--- src/hdl/lkvc_pkg.sv ---
// lkvc_pkg: request and result types and fixed constants for the LRU key-value cache.
// No dependencies; used by lkvc_table and lru_key_value_cache.
`timescale 1ns / 1ps

package lkvc_pkg;

   localparam int KEY_W = 32;
   localparam int VAL_W = 32;
   localparam int CAP_W = 5;

   localparam logic [CAP_W-1:0] CAPACITY_RESET = CAP_W'(16);

   typedef enum logic {
      REQ_GET = 1'b0,
      REQ_PUT = 1'b1
   } req_kind_type;

   typedef struct packed {
      req_kind_type        kind;
      logic [KEY_W-1:0]    key;
      logic [VAL_W-1:0]    value;
   } request_type;

   typedef struct packed {
      logic                hit;
      logic [VAL_W-1:0]    read_value;
      logic                evicted;
      logic [KEY_W-1:0]    evicted_key;
   } result_type;

endpackage

--- src/hdl/lkvc_table.sv ---
// lkvc_table: entry registers, parallel key match and LRU rank update for the cache.
// Depends on lkvc_pkg. Result is combinational from the current request and table state.
`timescale 1ns / 1ps

module lkvc_table
   import lkvc_pkg::*;
#(
   parameter int MAX_ENTRIES = 16
) (
   input  logic               clock,
   input  logic               reset,
   input  logic [CAP_W-1:0]   capacity,
   input  logic               step,
   input  request_type        request,
   output result_type         result
);

   localparam int RW = (MAX_ENTRIES > 1) ? $clog2(MAX_ENTRIES) : 1;
   localparam int OW = $clog2(MAX_ENTRIES + 1);
   localparam int CW = (OW > CAP_W) ? OW : CAP_W;

   logic [MAX_ENTRIES-1:0]   valid_ff, valid_in;
   logic [RW-1:0]            rank_ff [MAX_ENTRIES];
   logic [RW-1:0]            rank_in [MAX_ENTRIES];
   logic [KEY_W-1:0]         key_ff  [MAX_ENTRIES];
   logic [KEY_W-1:0]         key_in  [MAX_ENTRIES];
   logic [VAL_W-1:0]         value_ff[MAX_ENTRIES];
   logic [VAL_W-1:0]         value_in[MAX_ENTRIES];
   logic [OW-1:0]            occ_ff, occ_in;

   logic [MAX_ENTRIES-1:0]   match;
   logic [MAX_ENTRIES-1:0]   lru_sel;
   logic [MAX_ENTRIES-1:0]   valid_b;
   logic [MAX_ENTRIES-1:0]   free_vec;
   logic [MAX_ENTRIES-1:0]   free_onehot;
   logic [RW-1:0]            rank_a  [MAX_ENTRIES];
   logic [RW-1:0]            hit_rank;
   logic [RW-1:0]            lru_rank;
   logic [VAL_W-1:0]         hit_value;
   logic [KEY_W-1:0]         victim_key;
   logic [CW-1:0]            cap_w, cap_eff, occ_w;
   logic                     hit, is_put, evict, insert;

   assign is_put = (request.kind == REQ_PUT);

   // capacity clipped to 1..MAX_ENTRIES
   always_comb begin
      cap_w = CW'(capacity);
      if (cap_w == '0) begin
         cap_eff = CW'(1);
      end else if (cap_w > CW'(MAX_ENTRIES)) begin
         cap_eff = CW'(MAX_ENTRIES);
      end else begin
         cap_eff = cap_w;
      end
   end

   assign occ_w    = CW'(occ_ff);
   // valid ranks are 0..occ-1, so the LRU entry is the one holding occ-1
   assign lru_rank = RW'(occ_ff - OW'(1));

   always_comb begin
      hit_rank  = '0;
      hit_value = '0;
      for (int i = 0; i < MAX_ENTRIES; i++) begin
         match[i] = valid_ff[i] && (key_ff[i] == request.key);
         if (match[i]) begin
            hit_rank  = hit_rank | rank_ff[i];
            hit_value = hit_value | value_ff[i];
         end
      end
   end

   assign hit = |match;

   assign evict = is_put && (hit ? (occ_w > cap_eff) : (occ_w >= cap_eff));
   assign insert = is_put && !hit;

   always_comb begin
      victim_key = '0;
      for (int i = 0; i < MAX_ENTRIES; i++) begin
         if (match[i]) begin
            rank_a[i] = '0;
         end else if (hit && valid_ff[i] && (rank_ff[i] < hit_rank)) begin
            rank_a[i] = rank_ff[i] + RW'(1);
         end else begin
            rank_a[i] = rank_ff[i];
         end
         lru_sel[i] = valid_ff[i] && (rank_a[i] == lru_rank);
         if (lru_sel[i]) begin
            victim_key = victim_key | key_ff[i];
         end
         valid_b[i] = valid_ff[i] && !(evict && lru_sel[i]);
      end
   end

   // lowest free slot as a one-hot: x & -x
   assign free_vec    = ~valid_b;
   assign free_onehot = free_vec & (~free_vec + MAX_ENTRIES'(1));

   always_comb begin
      for (int i = 0; i < MAX_ENTRIES; i++) begin
         key_in[i]   = key_ff[i];
         value_in[i] = value_ff[i];
         if (insert) begin
            valid_in[i] = valid_b[i] | free_onehot[i];
            if (free_onehot[i]) begin
               rank_in[i]  = '0;
               key_in[i]   = request.key;
               value_in[i] = request.value;
            end else if (valid_b[i]) begin
               rank_in[i] = rank_a[i] + RW'(1);
            end else begin
               rank_in[i] = '0;
            end
         end else begin
            valid_in[i] = valid_b[i];
            rank_in[i]  = valid_b[i] ? rank_a[i] : '0;
            if (is_put && match[i]) begin
               value_in[i] = request.value;
            end
         end
      end
      occ_in = occ_ff - OW'(evict) + OW'(insert);
   end

   always_ff @(posedge clock) begin
      if (reset) begin
         valid_ff <= '0;
         occ_ff   <= '0;
         for (int i = 0; i < MAX_ENTRIES; i++) begin
            rank_ff[i] <= '0;
         end
      end else if (step) begin
         valid_ff <= valid_in;
         occ_ff   <= occ_in;
         for (int i = 0; i < MAX_ENTRIES; i++) begin
            rank_ff[i] <= rank_in[i];
         end
      end
   end

   always_ff @(posedge clock) begin
      if (step) begin
         for (int i = 0; i < MAX_ENTRIES; i++) begin
            key_ff[i]   <= key_in[i];
            value_ff[i] <= value_in[i];
         end
      end
   end

   always_comb begin
      result.hit         = hit;
      result.read_value  = (hit && !is_put) ? hit_value : '0;
      result.evicted     = evict;
      result.evicted_key = evict ? victim_key : '0;
   end

`ifndef SYNTHESIS
   a_occ_count: assert property (@(posedge clock) disable iff (reset)
      $countones(valid_ff) == int'(occ_ff))
      else $error("occupancy does not match valid entries");

   a_unique_key: assert property (@(posedge clock) disable iff (reset)
      $onehot0(match))
      else $error("key stored in more than one entry");

   a_evict_lru: assert property (@(posedge clock) disable iff (reset)
      (step && evict) |-> $onehot(lru_sel))
      else $error("eviction without a single LRU entry");

   a_insert_slot: assert property (@(posedge clock) disable iff (reset)
      (step && insert) |-> $onehot(free_onehot))
      else $error("put miss found no free slot");

   a_occ_bound: assert property (@(posedge clock) disable iff (reset)
      (step && insert) |=> (CW'(occ_ff) <= cap_eff) || $stable(occ_ff))
      else $error("insert grew occupancy past capacity");
`endif

endmodule

--- src/hdl/lru_key_value_cache.sv ---
// lru_key_value_cache: top level with request register, capacity CSR and result register.
// Depends on lkvc_pkg and lkvc_table.
`timescale 1ns / 1ps

// Fully associative key-value cache with LRU replacement, MAX_ENTRIES entries.
// Request channel (req_valid/req_stall): req_type 0 = get, 1 = put, with key and value.
// Result channel (rsp_valid/rsp_stall): one result per request, in order: hit flag,
// read value on a get hit, and the evicted key when a put pushes out the LRU entry.
// CSR channel (csr_valid/csr_ready): writes the capacity register (reset 16); write it
// only while no request is in flight. Zero acts as 1, values above MAX_ENTRIES clip.
// An accepted request is held in the request register, looked up from there, and its
// result lands in the result register, which offers it on the result channel.
// Throughput is one request per cycle while rsp_stall does not hold a result, set by the
// combinational parallel key compare and rank update between the two registers.
// Back-to-back requests see each other's table updates with no bubble.
// Reset (synchronous) empties the table and sets capacity to 16.
// When rsp_stall holds a result, the request register keeps its request and
// req_stall rises only once that register is full; nothing is dropped.

module lru_key_value_cache
   import lkvc_pkg::*;
#(
   parameter int MAX_ENTRIES = 16
) (
   input  logic               clock,
   input  logic               reset,
   input  logic               req_valid,
   output logic               req_stall,
   input  logic               req_type,
   input  logic [KEY_W-1:0]   req_key,
   input  logic [VAL_W-1:0]   req_value,
   output logic               rsp_valid,
   input  logic               rsp_stall,
   output logic               rsp_hit,
   output logic [VAL_W-1:0]   rsp_read_value,
   output logic               rsp_evicted,
   output logic [KEY_W-1:0]   rsp_evicted_key,
   input  logic               csr_valid,
   output logic               csr_ready,
   input  logic [CAP_W-1:0]   csr_data
);

   logic               s1_valid_ff, s1_valid_in;
   request_type        s1_req_ff, s1_req_in;
   logic               rsp_valid_ff, rsp_valid_in;
   result_type         rsp_data_ff, rsp_data_in;
   logic [CAP_W-1:0]   capacity_ff, capacity_in;
   result_type         table_result;
   logic               advance, accept, step;

   assign advance   = !rsp_valid_ff || !rsp_stall;
   assign req_stall = s1_valid_ff && !advance;
   assign accept    = req_valid && !req_stall;
   assign step      = s1_valid_ff && advance;
   assign csr_ready = 1'b1;

   always_comb begin
      s1_valid_in = accept ? 1'b1 : (step ? 1'b0 : s1_valid_ff);
      s1_req_in   = s1_req_ff;
      if (accept) begin
         s1_req_in.kind  = req_kind_type'(req_type);
         s1_req_in.key   = req_key;
         s1_req_in.value = req_value;
      end
      rsp_valid_in = step ? 1'b1 : (rsp_stall ? rsp_valid_ff : 1'b0);
      rsp_data_in  = step ? table_result : rsp_data_ff;
      capacity_in  = csr_valid ? csr_data : capacity_ff;
   end

   always_ff @(posedge clock) begin
      if (reset) begin
         s1_valid_ff  <= 1'b0;
         rsp_valid_ff <= 1'b0;
         capacity_ff  <= CAPACITY_RESET;
      end else begin
         s1_valid_ff  <= s1_valid_in;
         rsp_valid_ff <= rsp_valid_in;
         capacity_ff  <= capacity_in;
      end
   end

   always_ff @(posedge clock) begin
      s1_req_ff   <= s1_req_in;
      rsp_data_ff <= rsp_data_in;
   end

   lkvc_table #(
      .MAX_ENTRIES (MAX_ENTRIES)
   ) u_table (
      .clock    (clock),
      .reset    (reset),
      .capacity (capacity_ff),
      .step     (step),
      .request  (s1_req_ff),
      .result   (table_result)
   );

   assign rsp_valid       = rsp_valid_ff;
   assign rsp_hit         = rsp_data_ff.hit;
   assign rsp_read_value  = rsp_data_ff.read_value;
   assign rsp_evicted     = rsp_data_ff.evicted;
   assign rsp_evicted_key = rsp_data_ff.evicted_key;

endmodule

--- config.mk ---
export PLATFORM = sky130hd
export DESIGN_NAME = lru_key_value_cache
export DESIGN_NICKNAME = d
export VERILOG_FILES = /design/src/hdl/lkvc_pkg.sv /design/src/hdl/lkvc_table.sv /design/src/hdl/lru_key_value_cache.sv
export SDC_FILE = /design/constraint.sdc
export NUM_CORES = 2
export LEC_CHECK = 0
export BUFFER_PORTS_ARGS = -buffer_cell sky130_fd_sc_hd__buf_2
export CORE_ASPECT_RATIO = 0.7
export CORE_MARGIN = 5
export CORE_UTILIZATION = 48
export DETAILED_ROUTE_END_ITERATION = 8
export PLACE_DENSITY_LB_ADDON = 0.05
export SYNTH_ARGS = -nofsm -noshare
export SYNTH_HDL_FRONTEND = slang
export SYNTH_SLANG_ARGS = --single-unit
--- constraint.sdc ---
create_clock -name clock -period 10.3 [get_ports clock]
set_clock_uncertainty 0.2 [all_clocks]
set_input_delay 1.03 -clock clock [delete_from_list [all_inputs] [get_ports clock]]
set_output_delay 1.03 -clock clock [all_outputs]
set_load 0.02 [all_outputs]
==> metrics.txt <==
status completed; initial core utilization 0.483; critical path class flip-flop to flip-flop; Worst-Skew Late Latency 790 ps; nets@finish roughly 4,900; Max clock buf depth 3; total track usage 0.345; via count 44,700; GR Overflow Total 0; Register Area 37,200 µm²; IO buf count between 100 and 150; max cap viols 0; multi-input logic area approximately 22,000 µm²; Startpoint Class flip-flop; Worst Path Arrival ~9400 ps; Hold Path End s1_req_ff[46]$_DFFE_PP_; Pleak ~0.022 µW; routability cong. around 1.0; routed length per placed instance about 37 µm; first-pass GRT wire length 327,000 µm; Hold Path Class input pin to flip-flop; vias in the first global route roughly 41,000; post-synthesis register bit count between 1,000 and 1,500; max_slew headroom 0.0549; hold_sp req_key[14]; # resized after CTS 0; clock slew at reported path FFs around 70 ps; die width ~440 µm; worst endpoint required time 10,470 ps; count of final setup violators 0; DR vias/cell slightly below 7; largest net degree at the start of global routing 48; Post-DP HPWL 166,000 µm; power per cell area 162 nW/µm²; minimum clock period 9220 ps; die area 134,000 µm²; Final Hold Viols 0; Routed WL approximately 240,000 µm; Max IR drop VDD about 0.15 mV; clk root buf clkbuf_16; met1 usage in global routing 0.547; core area 126,000 µm²; leading area contributor after synthesis edfxtp_1; Fin Setup TNS 0 ps; CP Max Fanout 32; DRT iter0 DRCs between 8,000 and 9,000; post-synthesis cell area between 60,000 and 70,000 µm²; GR Layer Usage met3 0.133; hold depth 1; Clock Sinks around 1,200; Synth area leaders edfxtp_1 60%, xnor2_1 5.5%, xor2_1 2.6%, a221oi_1 2.3%, a22o_1 2.2%; initial antenna violation count 19; drt first pass iters 7; post-CTS setup buffer count 0; DR DRC count 0; Most Crowded Layer GR met1; # rows about 110; die height between 300 and 400 µm; hold_buf cts 0; final std cells w/o fill between 6,000 and 7,000; Final period util 0.895; Async SR Flop Fraction 0; CTS buffer count between 100 and 150; sequential-to-total area share from yosys stat 0.610; Area Overhead vs Synth 11.9%; R2R depth 22; FF-to-FF setup slack 1080 ps; Avg Cell Area, Syn ~13 µm²; H-tree Lvls 3; Worst Setup End Kind flip-flop; Routed Antenna Nets 0; Post-synth EDFFs 1,219; Gate Count Post-Synth approximately 4,600; total I/O pin count roughly 140; Top FF cell, synth edfxtp_1; worst slew pin tran roughly 1400 ps; reg2reg end u_table.value_ff[1][200]$_DFFE_PP_; share of the synthesized area in the top cell type 0.601; share of cells above drive strength 1 0.134; Mapped Nets 4,735; highest clock rate 108 MHz; Unique masters post-synth between 100 and 150; RSZ-0062 raised after global routing no; Placed Instances ~6,300; Slew Viols, Final 0; grt met2 use 0.443; R2R Path Start s1_req_ff[60]$_DFFE_PP_; Synthesis Warnings 0; fillers around 11,000; CTS tree yes
sequential cells by signal, indices dropped and copies added, names as in the netlist:
signal and cells:
rsp_valid 1, u_table.rank_ff 64, s1_valid_ff 1, u_table.key_ff 512, rsp_hit 1, u_table.occ_ff 5
rsp_evicted 1, s1_req_ff 65, rsp_evicted_key 32, capacity_ff 5, u_table.value_ff 512, rsp_read_value 32
u_table.valid_ff 16
synthesized netlist by cell type, drive strengths merged, types with 20 or more instances:
cell / instances
nand3: 105
xor2: 180
a2111oi: 44
a221o: 48
nand2b: 132
dfxtp: 28
or4: 28
nand2: 190
a31oi: 24
a211oi: 43
buf: 119
a21oi: 61
a32o: 30
a41oi: 52
mux2i: 29
inv: 100
a221oi: 157
a22oi: 20
and3: 34
and2: 85
nor3: 88
xnor2: 386
o21ai: 66
ha: 93
o211ai: 20
a222oi: 53
nand4: 171
nor2: 194
or3: 22
nor4b: 31
nor4: 115
and4: 29
o41ai: 22
edfxtp: 1219
a22o: 151
clkbuf: 164
cell type report:
| cell class | count | area share |
|---|---|---|
| sequential | 1247 | 0.545 |
| multi-input combinational | 2934 | 0.329 |
| clock buffer | 141 | 0.0452 |
| timing repair buffer | 336 | 0.0333 |
| tap | 1665 | 0.0306 |
| clock inverter | 78 | 0.0105 |
| inverter | 102 | 0.00565 |
| antenna | 4 | 0.000147 |
worst max-delay path, cell delays in order, from the launching register on:
cell and delay, ps:
edfxtp_1 1020, buf_4 490, xor2_1 180, nor4_1 70, nand3_1 300, nor4_4 160
a22o_1 380, a221oi_1 740, nand3_1 180, nor2_2 520, ha_1 340, o211a_1 280
o21ai_0 90, nand4b_1 290, a2111oi_0 500, mux2_2 440, xnor2_1 310, o41a_1 390
nand2_1 160, nor2_2 420, nand4_4 250, o41ai_4 330, buf_4 660
metrics by stage:
stage / util / hold WS, ps / worst slack, ps / instance area, µm² / total power [µW]
floorplan: - / 251 / 450 / 60900 / 6330
CTS: 0.540 / 188 / 1500 / 68100 / 11100
global route: 0.540 / 205 / 893 / 68100 / 11400
detailed placement: 0.510 / 298 / 1540 / 64300 / 6690
finish: 0.540 / 238 / 1080 / 68200 / 11000
global placement: 0.510 / 280 / 1360 / 64300 / 6690
cell families (layout without fill, tap and decap cells):
kind of cell / Yosys count / count (layout) / share of synthesized area
other cells: 1 / 5 / 0.0000616
buf+inv: 385 / 657 / 0.0290
mux: 37 / 37 / 0.00625
xor+xnor: 566 / 566 / 0.0815
compound gates: 931 / 931 / 0.130
fa+ha+maj: 94 / 94 / 0.0194
simple gates: 1305 / 1305 / 0.123
flops: 1247 / 1247 / 0.610
layer usage:
metal  up-vias  wire length, µm
li1      18600                -
met4        14             5040
met2      3107            90400
met3       325            36500
met1     22700           106000
met5         -              100
where the power goes:
group | internal [µW] | switching (µW)
Clock | 2410 | 2010
Sequential | 5630 | 110
Combinational | 271 | 609
Total | 8310 | 2730
placed cells by master (no fill, tap or decap), types with 24 or more instances in the layout:
cell / instances
clkinv_1: 28
or4_1: 26
nand4_1: 168
buf_4: 186
nand2b_1: 131
a32o_1: 30
ha_1: 93
a22o_1: 150
a21oi_1: 56
a221o_1: 48
a2111oi_0: 25
and3_1: 33
nor3_1: 78
a222oi_1: 53
dfxtp_1: 28
nor4b_1: 24
clkbuf_16: 120
inv_1: 96
a41oi_1: 52
mux2i_1: 29
nand3_1: 105
o21ai_0: 59
and2_1: 84
edfxtp_1: 1219
xnor2_1: 382
nand2_1: 189
buf_2: 142
a221oi_1: 157
nor4_1: 98
a31oi_1: 24
a211oi_1: 37
xor2_1: 179
nor2_1: 183
how the worst max path moves through the flow:
stage | start | endpoint | slack [ps] | cells past startpoint
final | s1_req_ff[60]$_DFFE_PP_ | u_table.value_ff[1][200]$_DFFE_PP_ | 1080 | 22
after global routing | s1_req_ff[60]$_DFFE_PP_ | u_table.value_ff[1][200]$_DFFE_PP_ | 890 | 22
after global placement | s1_req_ff[60]$_DFFE_PP_ | rsp_evicted_key[31]$_SDFFCE_PN0P_ | 1360 | 21
after floorplan | s1_req_ff[63]$_DFFE_PP_ | u_table.key_ff[6][32]$_DFFE_PP_ | 450 | 24
after detailed placement | s1_req_ff[60]$_DFFE_PP_ | u_table.value_ff[1][211]$_DFFE_PP_ | 1540 | 22
after CTS | s1_req_ff[60]$_DFFE_PP_ | u_table.value_ff[1][220]$_DFFE_PP_ | 1500 | 22
No activity file was read; power rests on OpenSTA's default activity.
